## src/sv/atp_pkg.sv

```systemverilog
// ----------------------------------------------------------------------------
// atp_pkg
// Shared widths, constants and types for the atlas tile placer.
// ----------------------------------------------------------------------------
package atp_pkg;

   localparam int XW = 13;
   localparam int YW = 16;

   localparam logic [XW-1:0] PAGE_WIDTH_RESET = 13'd1024;
   localparam logic [YW-1:0] Y_MAX            = 16'hFFFF;

   typedef struct packed {
      logic [XW-1:0] column_left;
      logic [XW-1:0] cursor_x;
      logic [XW-1:0] column_right_max;
      logic [YW-1:0] shelf_top;
      logic [YW-1:0] cursor_y;
      logic [YW-1:0] shelf_bottom;
   } place_state_type;

   typedef struct packed {
      logic [XW-1:0] tile_width;
      logic [XW-1:0] tile_height;
      logic          new_page;
   } tile_type;

   typedef struct packed {
      logic [XW-1:0] left_x;
      logic [YW-1:0] top_y;
      logic [XW-1:0] right_x;
      logic [YW-1:0] bottom_y;
      logic [YW-1:0] page_height;
      logic          too_wide;
      logic          height_overflow;
   } place_result_type;

endpackage

```

## src/sv/atp_place.sv

```systemverilog
// ----------------------------------------------------------------------------
// atp_place
// Single-pass placement step: from the current cursor state and one tile,
// forms the placed rectangle and the next cursor state.
// ----------------------------------------------------------------------------
module atp_place (
   input  atp_pkg::place_state_type  state_i,
   input  atp_pkg::tile_type         tile_i,
   input  logic [atp_pkg::XW-1:0]    page_width,
   output atp_pkg::place_state_type  state_o,
   output atp_pkg::place_result_type result_o
);

   function automatic atp_pkg::place_state_type open_shelf(
      input atp_pkg::place_state_type s_i
   );
      atp_pkg::place_state_type s;
      s                  = s_i;
      s.shelf_top        = s_i.shelf_bottom;
      s.cursor_y         = s_i.shelf_bottom;
      s.column_left      = '0;
      s.cursor_x         = '0;
      s.column_right_max = '0;
      return s;
   endfunction

   function automatic logic x_overrun(
      input logic [atp_pkg::XW-1:0] x,
      input logic [atp_pkg::XW-1:0] w,
      input logic [atp_pkg::XW-1:0] pw
   );
      return ({1'b0, x} + {1'b0, w}) > {1'b0, pw};
   endfunction

   atp_pkg::place_state_type s;
   logic [atp_pkg::YW:0]     y_sum;
   logic [atp_pkg::YW:0]     grow_sum;
   logic [atp_pkg::YW-1:0]   grow;
   logic [atp_pkg::YW-1:0]   bottom;
   logic [atp_pkg::XW:0]     right_sum;
   logic [atp_pkg::XW-1:0]   right;
   logic                     ovf;

   always_comb begin
      s        = state_i;
      ovf      = 1'b0;
      grow     = '0;
      grow_sum = '0;

      if (tile_i.new_page) begin
         s = '0;
      end

      if (x_overrun(s.cursor_x, tile_i.tile_width, page_width)) begin
         s = open_shelf(s);
      end

      y_sum = {1'b0, s.cursor_y} + {4'b0, tile_i.tile_height};
      if (y_sum >= {1'b0, s.shelf_bottom}) begin
         if (s.cursor_y != s.shelf_top) begin
            s.cursor_y    = s.shelf_top;
            s.cursor_x    = s.column_right_max;
            s.column_left = s.column_right_max;
         end
         if (x_overrun(s.cursor_x, tile_i.tile_width, page_width)) begin
            s = open_shelf(s);
         end
         if (s.cursor_y == s.shelf_top) begin
            grow_sum = {1'b0, s.shelf_top} + {4'b0, tile_i.tile_height};
            if (grow_sum[atp_pkg::YW]) begin
               ovf  = 1'b1;
               grow = atp_pkg::Y_MAX;
            end else begin
               grow = grow_sum[atp_pkg::YW-1:0];
            end
            if (grow > s.shelf_bottom) begin
               s.shelf_bottom = grow;
            end
         end
      end

      right_sum = {1'b0, s.cursor_x} + {1'b0, tile_i.tile_width};
      right     = right_sum[atp_pkg::XW-1:0];
      y_sum     = {1'b0, s.cursor_y} + {4'b0, tile_i.tile_height};
      if (y_sum[atp_pkg::YW]) begin
         ovf    = 1'b1;
         bottom = atp_pkg::Y_MAX;
      end else begin
         bottom = y_sum[atp_pkg::YW-1:0];
      end

      result_o.left_x          = s.cursor_x;
      result_o.top_y           = s.cursor_y;
      result_o.right_x         = right;
      result_o.bottom_y        = bottom;
      result_o.page_height     = s.shelf_bottom;
      result_o.too_wide        = tile_i.tile_width > page_width;
      result_o.height_overflow = ovf;

      if (right > s.column_right_max) begin
         s.column_right_max = right;
      end
      s.cursor_x = s.column_left;
      s.cursor_y = bottom;
      state_o    = s;
   end

endmodule

```

## src/sv/atlas_tile_placer.sv

```systemverilog
// ----------------------------------------------------------------------------
// atlas_tile_placer
// Shelf-and-column tile placer for one texture page.
//
//   channel | dir | handshake              | word
//   req_    | in  | req_valid / req_stall  | tile width, height, new_page
//   rsp_    | out | rsp_valid / rsp_stall  | rectangle, page height, flags
//   csr_    | in  | csr_valid / csr_ready  | page_width
//
// One word per cycle sustained while rsp_stall is low; each word passes the
// input register, then the result register. The placement step and the
// cursor update happen in the same cycle, which sets the rate. Reset clears
// the cursor state and loads page_width with 1024. A stalled result holds
// the pipeline; the input register still takes one word while it is empty.
// ----------------------------------------------------------------------------
module atlas_tile_placer (
   input  logic                      clock,
   input  logic                      reset,
   input  logic                      req_valid,
   output logic                      req_stall,
   input  logic [atp_pkg::XW-1:0]    req_tile_width,
   input  logic [atp_pkg::XW-1:0]    req_tile_height,
   input  logic                      req_new_page,
   output logic                      rsp_valid,
   input  logic                      rsp_stall,
   output logic [atp_pkg::XW-1:0]    rsp_left_x,
   output logic [atp_pkg::YW-1:0]    rsp_top_y,
   output logic [atp_pkg::XW-1:0]    rsp_right_x,
   output logic [atp_pkg::YW-1:0]    rsp_bottom_y,
   output logic [atp_pkg::YW-1:0]    rsp_page_height,
   output logic                      rsp_too_wide,
   output logic                      rsp_height_overflow,
   input  logic                      csr_valid,
   output logic                      csr_ready,
   input  logic [atp_pkg::XW-1:0]    csr_page_width
);

   logic                      in_valid_ff, in_valid_in;
   atp_pkg::tile_type         tile_ff, tile_in;
   logic                      out_valid_ff, out_valid_in;
   atp_pkg::place_result_type result_ff, result_in;
   atp_pkg::place_state_type  state_ff, state_in;
   logic [atp_pkg::XW-1:0]    page_width_ff, page_width_in;

   logic                      out_free;
   logic                      step;
   logic                      req_take;

   atp_pkg::place_state_type  state_next;
   atp_pkg::place_result_type result_next;

   atp_place u_place (
      .state_i    (state_ff),
      .tile_i     (tile_ff),
      .page_width (page_width_ff),
      .state_o    (state_next),
      .result_o   (result_next)
   );

   assign out_free  = !out_valid_ff || !rsp_stall;
   assign step      = in_valid_ff && out_free;
   assign req_stall = in_valid_ff && !out_free;
   assign req_take  = req_valid && !req_stall;
   assign csr_ready = 1'b1;

   always_comb begin
      in_valid_in   = in_valid_ff;
      tile_in       = tile_ff;
      out_valid_in  = out_valid_ff;
      result_in     = result_ff;
      state_in      = state_ff;
      page_width_in = page_width_ff;

      if (step) begin
         in_valid_in = 1'b0;
         state_in    = state_next;
         result_in   = result_next;
      end
      if (req_take) begin
         in_valid_in          = 1'b1;
         tile_in.tile_width   = req_tile_width;
         tile_in.tile_height  = req_tile_height;
         tile_in.new_page     = req_new_page;
      end
      if (out_free) begin
         out_valid_in = step;
      end
      if (csr_valid && csr_ready) begin
         page_width_in = csr_page_width;
      end
   end

   always_ff @(posedge clock) begin
      if (reset) begin
         in_valid_ff   <= 1'b0;
         out_valid_ff  <= 1'b0;
         state_ff      <= '0;
         page_width_ff <= atp_pkg::PAGE_WIDTH_RESET;
      end else begin
         in_valid_ff   <= in_valid_in;
         out_valid_ff  <= out_valid_in;
         state_ff      <= state_in;
         page_width_ff <= page_width_in;
      end
      tile_ff   <= tile_in;
      result_ff <= result_in;
   end

   assign rsp_valid           = out_valid_ff;
   assign rsp_left_x          = result_ff.left_x;
   assign rsp_top_y           = result_ff.top_y;
   assign rsp_right_x         = result_ff.right_x;
   assign rsp_bottom_y        = result_ff.bottom_y;
   assign rsp_page_height     = result_ff.page_height;
   assign rsp_too_wide        = result_ff.too_wide;
   assign rsp_height_overflow = result_ff.height_overflow;

endmodule
```

## config.mk

```make
export PLATFORM = sky130hd
export DESIGN_NAME = atlas_tile_placer
export DESIGN_NICKNAME = d
export VERILOG_FILES = /design/src/sv/atp_pkg.sv /design/src/sv/atp_place.sv /design/src/sv/atlas_tile_placer.sv
export SDC_FILE = /design/constraint.sdc
export NUM_CORES = 1
export LEC_CHECK = 0
export ABC_CLOCK_PERIOD_IN_PS = 12300
export BUFFER_PORTS_ARGS = -buffer_cell sky130_fd_sc_hd__buf_4
export CAP_MARGIN = 15
export CELL_PAD_IN_SITES_DETAIL_PLACEMENT = 2
export CELL_PAD_IN_SITES_GLOBAL_PLACEMENT = 2
export CORE_AREA = 2 2 202 204
export CTS_CLUSTER_DIAMETER = 150
export DETAILED_ROUTE_END_ITERATION = 10
export DIE_AREA = 0 0 204 206
export GPL_TIMING_DRIVEN = 0
export PLACE_DENSITY_LB_ADDON = 0.2
export SYNTH_ARGS = -nofsm -noshare
export SYNTH_HDL_FRONTEND = slang
export SYNTH_SLANG_ARGS = --single-unit
```

## constraint.sdc

```tcl
create_clock -name clock -period 12.3 [get_ports clock]
set_clock_uncertainty 0.1 [all_clocks]
set_input_delay 0.615 -clock clock [delete_from_list [all_inputs] [get_ports clock]]
set_output_delay 0.615 -clock clock [all_outputs]
set_load 0.05 [all_outputs]
```

==> reports/qor.yml <==
global_route:
  grt_max_degree: 67
  grt_pass1_vias: 13728
  grt-ovfl-total: 0
  grt_pass1_wl_um: 81320
  antenna_found_initial: 0
  grt_usage_pct: 25.85
detailed_routing:
  drc: 0
  drt_iter0_markers: 496
  viasPerCell: 5.557
  ant_nets: 0
  wl_per_cell_um: 24.52
  drt-total-wl_um: 55390
  vias: 12553
  drt-pass1-iter-count: 4
timing:
  finalSetupViolations: 45
  rsz0062_at_grt: "yes"
  worst_slack_ps: -586.2
  timing.final.hold_violations: 0
  fin_crit_ps: 12890
  drv_slew: 0
  relSlewSlack_pct: 26.64
  fin_crit_sh_pct: 104.8
  max_freq_mhz: 77.60
  tightest_slew_ps: 1090
layout:
  layout-drive-gt1-share_pct: 28.51
  final_core_util_pct: 45.05
  nNetsFinal: 1927
  fin_area_sq_um: 18100
  syn2layout_area_growth_pct: 31.61
clocking:
  cts.htree.levels: 4
  cts_buffers: 17
  tritoncts: "yes"
  cts-root-buf: "clkbuf_16"
  cts_buffer_depth: 2
  insertion_delay_ps: 480
  clock_sinks: 192
  clkTransAtPathRegs_ps: 80
worst_setup_path:
  r2r_cells: 68
  path_max_fanout: 10
  startpoint: "tile_ff[0]"
  setup.worst_path.start_class: "flip-flop"
  r2r_end: "state_ff[8]"
  reg2reg_from: "tile_ff[0]"
  slowest_stage: "or4b_1"
  rrSetupSlack_ps: -590
  endpoint_kind: "flip-flop"
  cp_common_cell: "o21a_1"
  cp.required_ps: 12580
  cp.arrival_ps: 13160
  critPathKind: "flip-flop to flip-flop"
  critical-path-max-stage-delay_ps: 540
pwr:
  pwr-share-comb_pct: 41.1
  ir_drop_uv: 88.62
  swShare_pct: 38.70
  leakage_nw: 7.549
  cellPowerDensity_nw_per_um2: 128.8
  p_seq_share_pct: 33.4
  clockPowerShare_pct: 25.5
  power.internal_mw: 1.429
  p_switching_mw: 0.9024
logic_synthesis:
  netlist_area_sq_um: 13750
  avgSynthCellArea_sq_um: 9.408
  seq_area_frac_synth_pct: 35.44
  synth_ff_type: "edfxtp_1"
  synthCells: 1462
  ys_warn_count: 0
  async_reset_ff_share_pct: 0
  ys_types: 85
  synth-edff-count: 103
  synth_nets: 1676
  ys_ff_latch: 192
flow_run:
  maxCapViolations: 0
outcome:
  status: "finished, violations left"
  violations: "negative setup slack"
place:
  port_buffers: 120
  place_congestion: 0.8592
  post-dp-hpwl_um: 40290
  dpl_cell_area_sq_um: 15480
min_path:
  whs_endpoint: "tile_ff[1]"
  hold_start: "req_tile_height[0]"
  hold_class: "input port to flip-flop"
  whs_path_depth: 1
die:
  rows: 74
  die_x_um: 204
  num_io_pins: 124
  die_area_sq_um: 42020
  core_area_sq_um: 40180
  start_util_pct: 34.23
  die_h_um: 206
[registers in the layout (all words and copies together) (netlist names)]
signal,flops
in_valid_ff,1
tile_ff,27
rsp_valid,1
rsp_too_wide,1
rsp_right_x,13
rsp_top_y,16
rsp_bottom_y,16
page_width_ff,13
state_ff,74
rsp_page_height,16
rsp_left_x,13
rsp_height_overflow,1
[how the worst max path moves through the flow]
stage	cells after the start	endpoint	slack, ps
finish	68	state_ff[8]	-590
global route	68	state_ff[14]	-1100
CTS	73	rsp_page_height[4]	-670
detailed placement	65	state_ff[5]	-2660
global placement	67	state_ff[13]	-2320
floorplan	70	rsp_page_height[12]	10
[cells in the final DEF (no fill, tap or decap), types with 10 or more instances in the layout]
| cell type | synthesis | final |
|---|---|---|
| a21o_1 | 38 | 38 |
| a21oi_1 | 116 | 97 |
| a21oi_2 | 4 | 21 |
| a221oi_2 | 0 | 12 |
| a22o_1 | 24 | 23 |
| a31oi_1 | 19 | 17 |
| buf_4 | 4 | 215 |
| buf_6 | 1 | 24 |
| clkbuf_1 | 33 | 22 |
| clkbuf_16 | 0 | 18 |
| dfxtp_1 | 89 | 89 |
| edfxtp_1 | 103 | 103 |
| ha_1 | 163 | 149 |
| ha_4 | 0 | 12 |
| inv_1 | 59 | 55 |
| mux2_2 | 13 | 13 |
| mux2i_1 | 53 | 50 |
| nand2_1 | 138 | 130 |
| nand2_4 | 7 | 10 |
| nand3_1 | 22 | 20 |
| nand4_1 | 18 | 18 |
| nor2_1 | 133 | 105 |
| nor2_2 | 0 | 16 |
| nor2_4 | 0 | 12 |
| nor2b_1 | 33 | 26 |
| nor3_1 | 21 | 19 |
| o21a_1 | 25 | 24 |
| o21ai_0 | 89 | 71 |
| o21ai_1 | 8 | 12 |
| o21ai_2 | 0 | 11 |
| o21bai_1 | 13 | 12 |
| xnor2_1 | 59 | 55 |
| xor2_1 | 23 | 22 |
[synthesized netlist by cell type (21+ instances only)]
library cell | instances | area [sq um]
nor3_1 | 21 | 105.1
a22o_1 | 24 | 210.2
nor2b_1 | 33 | 206.5
o21a_1 | 25 | 187.7
a21oi_1 | 116 | 580.6
a21o_1 | 38 | 285.3
clkbuf_1 | 33 | 123.9
xnor2_1 | 59 | 516.8
nor2_1 | 133 | 499.2
ha_1 | 163 | 2039
o21ai_0 | 89 | 445.4
mux2i_1 | 53 | 530.5
nand3_1 | 22 | 110.1
dfxtp_1 | 89 | 1782
inv_1 | 59 | 221.5
xor2_1 | 23 | 201.4
edfxtp_1 | 103 | 3093
nand2_1 | 138 | 518.0
[kinds of logic (layout without fill, tap and decap cells)]
kind of cell	Yosys count	count (layout)	share of synthesized area (%)
buf+inv	117	381	3.484
other cells	1	2	0.02726
simple gates	416	416	14.36
flops	192	192	35.44
xor+xnor	82	82	5.222
fa+ha+maj	169	169	15.70
mux	68	68	5.167
compound gates	417	417	20.60
[worst max-delay path: cells and delay by family, from the launching register on]
kind / cells / cell delay, ps
AO/OA/AOI/OAI: 28 / 5190
AND/OR/NAND/NOR: 17 / 2860
adder cells (fa/ha/maj): 8 / 1840
buffers and inverters: 12 / 1700
flip-flops: 1 / 470
multiplexers: 2 / 440
XOR/XNOR: 1 / 160
[cell type report]
class | count | area, sq um
Sequential cell | 192 | 4875
Clock buffer | 18 | 429.2
Fill cell | 4294 | 22080
Buffer | 55 | 437.9
Clock inverter | 14 | 155.1
Inverter | 61 | 229.0
Timing Repair Buffer | 233 | 1871
Tap cell | 532 | 665.6
Antenna cell | 1 | 2.502
Multi-Input combinational cell | 1153 | 9438
[layer usage]
layer  vias up  GRT usage [%]  share of wire, %
met2       192          49.74                55
met4         0          10.40               3.3
li1       5877              -                 -
met3        91          3.264               1.9
met1      6393          28.59                40
met5         -              0                 0
[stage by stage]
step | TNS (ps) | worst slack [ps] | hold WS (ps) | cells | total power, mW
final | -21540 | -586.2 | 215.1 | 2259 | 2.332
after floorplan | 0 | 10.51 | 350.7 | 1462 | 1.273
after global placement | -145510 | -2323 | 370.7 | 2114 | 1.488
after detailed placement | -179380 | -2657 | 390.2 | 2116 | 1.517
after global routing | -44860 | -1104 | 191.4 | 2258 | 2.439
after CTS | -21080 | -668.9 | 185.3 | 2214 | 2.275
[timing repair]
action / CTS / global route
hold buffers: 0 / 0
setup buffers: 62 / 46
gates cloned: 4 / 0
pin swaps: 79 / 96
setup endpoints to repair: 86 / 78
gates resized for setup: 162 / 101
endpoints found under the hold margin: 0 / 0
[power groups by stage]
stage | registers (mW) | clock network [mW] | logic (mW)
final | 0.778 | 0.595 | 0.958
after global routing | 0.782 | 0.629 | 1.03
after CTS | 0.778 | 0.609 | 0.888
after detailed placement | 0.792 | 0 | 0.725
after global placement | 0.793 | 0 | 0.696
after floorplan | 0.848 | 0 | 0.425
Note: power is estimated with default switching activity, not from simulation.
